<file path="config.mk">
export PLATFORM = sky130hd
export DESIGN_NAME = fqmt_hash
export DESIGN_NICKNAME = d
export VERILOG_FILES = /design/src/hw/rtl/fqmt_pkg.sv /design/src/hw/rtl/fqmt_hash.sv
export SDC_FILE = /design/constraint.sdc
export NUM_CORES = 1
export LEC_CHECK = 0
export ABC_AREA = 1
export BUFFER_PORTS_ARGS = -buffer_cell sky130_fd_sc_hd__buf_4
export CAP_MARGIN = 20
export CORE_AREA = 2 2 172 191
export DETAILED_ROUTE_END_ITERATION = 10
export DIE_AREA = 0 0 174 193
export PLACE_DENSITY_LB_ADDON = 0.3
export SLEW_MARGIN = 15
export SYNTH_ARGS = -nofsm -noshare
export SYNTH_HDL_FRONTEND = slang
export SYNTH_SLANG_ARGS = --single-unit
</file>
<file path="constraint.sdc">
create_clock -name clock -period 13.16 [get_ports clock]
set_input_delay 1.316 -clock clock [delete_from_list [all_inputs] [get_ports clock]]
set_output_delay 1.316 -clock clock [all_outputs]
set_load 0.03 [all_outputs]
</file>
<file path="src/hw/rtl/fqmt_pkg.sv">
`default_nettype none
package fqmt_pkg;

   localparam int TableEntriesDefault = 1024;
   localparam int TableWaysDefault    = 4;
   localparam logic [31:0] MinInit    = 32'hFFFF_FFFF;

   typedef struct packed {
      logic [31:0] src_addr;
      logic [31:0] dst_addr;
      logic [15:0] src_port;
      logic [15:0] dst_port;
      logic [31:0] recv_next_seq;
      logic [31:0] copied_seq_num;
      logic [31:0] write_seq_num;
      logic [31:0] unacked_seq;
      logic [31:0] process_id;
   } req_type;

   typedef struct packed {
      logic [31:0] flow_pid;
      logic [31:0] recv_queue_min;
      logic [31:0] recv_queue_max;
      logic [31:0] send_queue_min;
      logic [31:0] send_queue_max;
      logic        flow_created;
      logic        table_full;
   } rsp_type;

   typedef struct packed {
      logic [63:0] addrs;
      logic [31:0] ports;
      logic [31:0] pid;
      logic [31:0] recv_min;
      logic [31:0] recv_max;
      logic [31:0] send_min;
      logic [31:0] send_max;
   } slot_type;

endpackage
`default_nettype wire

</file>
<file path="src/hw/rtl/fqmt_hash.sv">
`default_nettype none
// Iterative hash: one 32x32 multiply per cycle, 6 multiplies per key.
module fqmt_hash import fqmt_pkg::*; (
   input  wire logic        clock,
   input  wire logic        reset,
   input  wire logic        start,
   input  wire logic [63:0] addrs,
   input  wire logic [31:0] ports,
   output logic             done,
   output logic [31:0]      hash
);
   logic [31:0] h_ff, h_in;
   logic [3:0]  step_ff, step_in;
   logic        busy_ff, busy_in;
   logic [31:0] t;
   logic [31:0] m;
   logic [31:0] x;
   logic [63:0] key_ff, key_in;

   always_comb begin
      h_in = h_ff; step_in = step_ff; busy_in = busy_ff; key_in = key_ff;
      done = 1'b0;
      x = 32'd0;
      case (step_ff[1:0])
         2'd0: x = h_ff ^ (h_ff >> 16);
         default: x = h_ff ^ (h_ff >> 15);
      endcase
      m = (step_ff[1:0] == 2'd0) ? 32'h7FEB352D : 32'h846CA68B;
      t = x * m;
      if (start) begin
         h_in = addrs[63:32]; step_in = 4'd0; busy_in = 1'b1; key_in = {addrs[31:0], ports};
      end else if (busy_ff) begin
         if (step_ff[1:0] == 2'd0) begin
            h_in = t; step_in = step_ff + 4'd1;
         end else begin
            h_in = t ^ (t >> 16);
            if (step_ff[3:2] == 2'd0) h_in = (t ^ (t >> 16)) ^ key_ff[63:32];
            else if (step_ff[3:2] == 2'd1) h_in = (t ^ (t >> 16)) ^ key_ff[31:0];
            step_in = {step_ff[3:2] + 2'd1, 2'd0};
            if (step_ff[3:2] == 2'd2) begin
               busy_in = 1'b0; done = 1'b1;
            end
         end
      end
      hash = t ^ (t >> 16);
   end

   always_ff @(posedge clock) begin
      if (reset) begin
         busy_ff <= 1'b0; step_ff <= 4'd0;
      end else begin
         busy_ff <= busy_in; step_ff <= step_in;
      end
      h_ff <= h_in; key_ff <= key_in;
   end
endmodule
`default_nettype wire

</file>
### Yosys cells after proc, flatten, opt, wreduce, memory -nomap -nowiden

Index checks and enable logic that the tools add are counted.

* bits in registers: 101
* output and inout bits: 33

* $mul: 1
* reduce and logical (&&, ||, !) cells: 4
* mux-type cells: 16
* equality and inequality tests: 2
* bitwise operators: 5
* $add $sub $neg: 2

Operators by type and width (count)
* 2-to-1 mux 32 bit: 7
* bitwise XOR 32 x 16 -> 32 bit: 2
* bitwise XOR 32 bit: 2
* multiplier 32 x 32 -> 32 bit: 1
* bitwise XOR 32 x 17 -> 32 bit: 1
* 2-to-1 mux 1 bit: 8
* adder 4 x 1 -> 4 bit, second input constant: 1
* logical NOT 2 bit: 2
* 2-to-1 mux 4 bit: 1
* adder 2 x 1 -> 2 bit, second input constant: 1
* == test 2 x 1 -> 1 bit, second input constant: 1
* == test 2 bit, second input constant: 1
* nonzero test 2 bit: 1
* OR reduction 2 bit: 1

### Longest topological paths before layout

* word-level depth: 10
* gate-level depth with buffers: 41
* gate-level depth less buffers: 41

### Worst setup path after synthesis

No wires, ideal clock.

* path kind: register to output
* start point: reg step_ff[0]
* end point: out hash[8]
* path slack: 4.082 ns
* data arrival time: 7.762 ns
* cell stages (with the launch flop): 32
* path buffers: 4
* path through: dfxtp_1 inv_1 ha_1 buf_6 buf_4 clkbuf_1 buf_1 a21oi_1 nor2_1 fa_1 fa_1 fa_1 inv_1 fa_1 inv_1 fa_1 inv_1 fa_1 inv_1 fa_1 fa_1 ha_1 nand2_2 inv_1 nand2_1 nor2_1 nand4_1 nand3_1 inv_1 o21ai_2 xor2_2 xor2_1

* cells in the longest elaborated chain, start to end: 4
* elaborated cells between the ends (all ways): 5
* those cells by class: mul (1); mux (2); bitwise (1); reduce/logical (1)

Ends and longest elaborated chain
* start, declared: RTL line fqmt_hash.sv:13 `logic [3:0] step_ff, step_in;`
* start signal, assigned: RTL line fqmt_hash.sv:52 `busy_ff <= busy_in; step_ff <= step_in;`
* logical NOT 2 bit (*): RTL line fqmt_hash.sv:24, fqmt_hash.sv:28
* 2-to-1 mux 32 bit, on equally long branches: RTL line fqmt_hash.sv:24, fqmt_hash.sv:28
* multiplier 32 x 32 -> 32 bit (*): RTL line fqmt_hash.sv:29 `t = x * m;`
* bitwise XOR 32 x 16 -> 32 bit (*): RTL line fqmt_hash.sv:45 `hash = t ^ (t >> 16);`
* end, declared: RTL line fqmt_hash.sv:10 `output logic [31:0] hash`

Mark *: on every way between the ends. The rest lies on a longest branch, timed or not.

### Worst setup path in the final report

* start point: reg step_ff[0]
* end point: out hash[11]

Same word-level chain as after synthesis.

==> impl_metrics.env <==
export IMPL_synth_top_cells_by_area="fa_1 35%, edfxtp_1 17%, inv_1 12%"
export IMPL_synth_register_bits=101
export IMPL_numCtsBuffers=9
export IMPL_synth_mux_area_frac=0
export IMPL_synth_xor_area_share=0.0314
export IMPL_timing_clock_skew_ns=0.00593
export IMPL_clock_sinks=101
export IMPL_clk_latency_ns=0.35
export IMPL_yosys_area_share_simple=0.150
export IMPL_dp_cells=2535
export IMPL_post_route_drc_count=0
export IMPL_grt_remaining_overflow=0
export IMPL_postSynth_topFlopCell="edfxtp_1"
export IMPL_globalRouteTotalUtil=0.333
export IMPL_area_growth_syn_to_layout_pct=10.9
export IMPL_antennaDiodeCount=0
export IMPL_post_synth_fa_ha_maj_area_fraction=0.460
export IMPL_std_cell_rows=69
export IMPL_finalSetupTns_ns=0
export IMPL_vias=13200
export IMPL_synth_compound_area_frac=0.0577
export IMPL_grt_start_max_net_pins=72
export IMPL_io_buffers=131
export IMPL_combinational_family_with_the_most_area_after_synthesis="adder cells"
export IMPL_drtPass1Iterations=6
export IMPL_tritoncts="done"
export IMPL_tightestPinTransition_ns=0.925
export IMPL_worst_r2r_path_depth=31
export IMPL_final_max_slew_violation_count=0
export IMPL_worstHoldPathType="reg2reg"
export IMPL_post_route_min_period_ns=10.54
export IMPL_period_share=0.801
export IMPL_cp_slowest_cell="buf_4"
export IMPL_maxCapViolations=0
export IMPL_worstSetupEndpointType="output pin"
export IMPL_syn_area_sq_um=17200
export IMPL_htree_levels=3
export IMPL_global_route_wire_length_before_repair_um=81700
export IMPL_antenna_left=0
export IMPL_async_reset_ff_frac=0
export IMPL_max_freq_mhz=94.9
export IMPL_grt_pass1_vias=13900
export IMPL_drive_gt1_frac=0.0984
export IMPL_critical_path_arrival_ns=9.22
export IMPL_synth_avg_cell_area_sq_um=8.73
export IMPL_route_detailed_wl_per_inst_um=20.9
export IMPL_initial_utilization=0.540
export IMPL_synth_edf_count=96
export IMPL_standard_cell_core_area_sq_um=31800
export IMPL_clock_root_buffer="clkbuf_16"
export IMPL_rsz0062_at_grt="false"
export IMPL_run_status="complete, no violations"
export IMPL_syn_inst=1964
export IMPL_seq_area_frac_synth=0.174
export IMPL_cts_setup_buffers=0
export IMPL_critPathMaxStageDelay_ns=0.66
export IMPL_ctsHoldBuffers=0
export IMPL_finalHoldWorstSlack_ns=0.492
export IMPL_finalNonFillerCells=2551
export IMPL_r2r_start="step_ff[0]"
export IMPL_synthDistinctLibCells=49
export IMPL_startpoint_type="flip-flop"
export IMPL_ff2ff_setup_slack_ns=3.74
export IMPL_hold_viol=0
export IMPL_finalSetupViolCount=0
export IMPL_route_detailed_vias_per_inst=5.19
export IMPL_setup_cp_type="reg2out"
export IMPL_boundary_pin_count=132
export IMPL_antenna_found_initial=0
export IMPL_postLayoutCellArea_sq_um=19000
export IMPL_yosysTopAreaCellShare=0.345
export IMPL_hold_path_cell_count=2
export IMPL_synth_largest_area_cell="fa_1"
export IMPL_totalWireLength_um=53300
export IMPL_fin_nets=2672
export IMPL_holdPathEnd="step_ff[1]"
export IMPL_clk_path_buf_depth=2
export IMPL_die_y_um=193
export IMPL_synth_yosys_warnings=0
export IMPL_floorplan_die_area_sq_um=33600
export IMPL_worstPathRequired_ns=11.84
export IMPL_hold_path_startpoint="step_ff[1]"
export IMPL_critical_path_max_fanout=61
export IMPL_place_congestion=1.05
export IMPL_overall_die_width_um=174
export IMPL_crit_reg2reg_capture="h_ff[27]"
export IMPL_drt_first_iter_violations=966
export IMPL_post_dp_hpwl_um=47900
export IMPL_dpl_instance_area_sq_um=18700
export IMPL_post_cts_resized_instances=0
export IMPL_timing_critical_path_mode_cell="nand2_1"
export IMPL_slew_limit_headroom=0.382
export IMPL_clk_pin_slew_worst_paths_ns=0.07
==> cells in the mapped netlist (2+ instances only) <==
cell        n
xor2_1     29
a22o_1      2
and3_1      5
nand3b_1    4
inv_2       8
buf_2       2
xnor2_1    27
o21ai_0    41
nand4_1     8
buf_6       2
a21oi_1    61
nor2_2      2
clkbuf_2    2
dfxtp_1     5
a31oi_1     8
o221ai_1    2
clkbuf_1   21
xor2_2      3
a21o_1      7
conb_1      2
o21ai_2     4
inv_1     534
buf_1       2
ha_1      157
o211ai_1    3
nand2_1   397
o31ai_1     9
nand3_1    55
nand2_2    15
nor3_1      6
o21ai_1     2
o21a_1      3
o21bai_1    5
fa_1      296
nand2_4     2
or2_1       2
nand3_2     9
a22oi_1    14
a21oi_2     2
edfxtp_1   96
nor2_1     95
or2_2       8
==> metal layers <==
layer | track usage | vias to the layer above | routed length (um)
li1 | - | 6176 | -
met1 | 0.416 | 6403 | 21100
met2 | 0.571 | 536 | 25700
met3 | 0.0531 | 112 | 3540
met4 | 0.160 | 0 | 2960
met5 | 0 | - | 0
==> state kept, by name (all words and copies together) (netlist names) <==
signal,cells
key_ff,64
step_ff,4
busy_ff,1
h_ff,32
==> layout by cell type, fill, tap and decap left out, types with 41 or more instances in the layout <==
cell	count
a21oi_1	61
buf_4	137
edfxtp_1	96
fa_1	296
ha_1	156
inv_1	534
nand2_1	397
nand3_1	55
nor2_1	94
o21ai_0	41
==> worst max-delay path by stage <==
stage / start / to / slack (ns) / depth (start not counted)
6_report: step_ff[0] / hash[11] / 2.62 / 33
5_1_grt: step_ff[1] / hash[11] / 2.14 / 33
2_1_floorplan: step_ff[0] / hash[8] / 4.08 / 31
4_1_cts: step_ff[0] / hash[11] / 2.67 / 33
3_5_place_dp: step_ff[0] / hash[11] / 3.07 / 33
3_3_place_gp: step_ff[0] / hash[11] / 3.14 / 33
==> worst max-delay path, delay by kind of cell (launching register included) <==
family | cells | cell delay (ns)
AO/OA/AOI/OAI | 1 | 0.09
adder cells (fa/ha/maj) | 10 | 4.78
buffers and inverters | 8 | 1.30
flip-flops | 1 | 0.33
AND/OR/NAND/NOR | 14 | 2.35
==> cell type report <==
type                       count  area, sq um
timing repair buffer         137         1030
tap                          426          533
clock buffer                   9          225
inverter                     543         2040
clock inverter                 7         63.8
multi-input combinational   1328        12100
fill                        2928        12800
sequential                   101         2980
==> metrics by stage <==
| stage | setup slack [ns] | util |
|---|---|---|
| after floorplan | 4.08 | - |
| after global placement | 3.14 | 0.589 |
| after detailed placement | 3.07 | 0.589 |
| after CTS | 2.67 | 0.598 |
| after global routing | 2.14 | 0.598 |
| final | 2.62 | 0.598 |
==> cell families (layout without fill, tap and decap cells) <==
kind of cell | Yosys count | in the layout
simple gates | 610 | 610
buf+inv | 573 | 696
fa+ha+maj | 453 | 453
compound gates | 166 | 166
flops | 101 | 101
xor+xnor | 59 | 59
other cells | 2 | 40
Power is left out: the tool's default activity adds up to more than one toggle a clock period on the data nets, which glitch-free logic cannot reach.
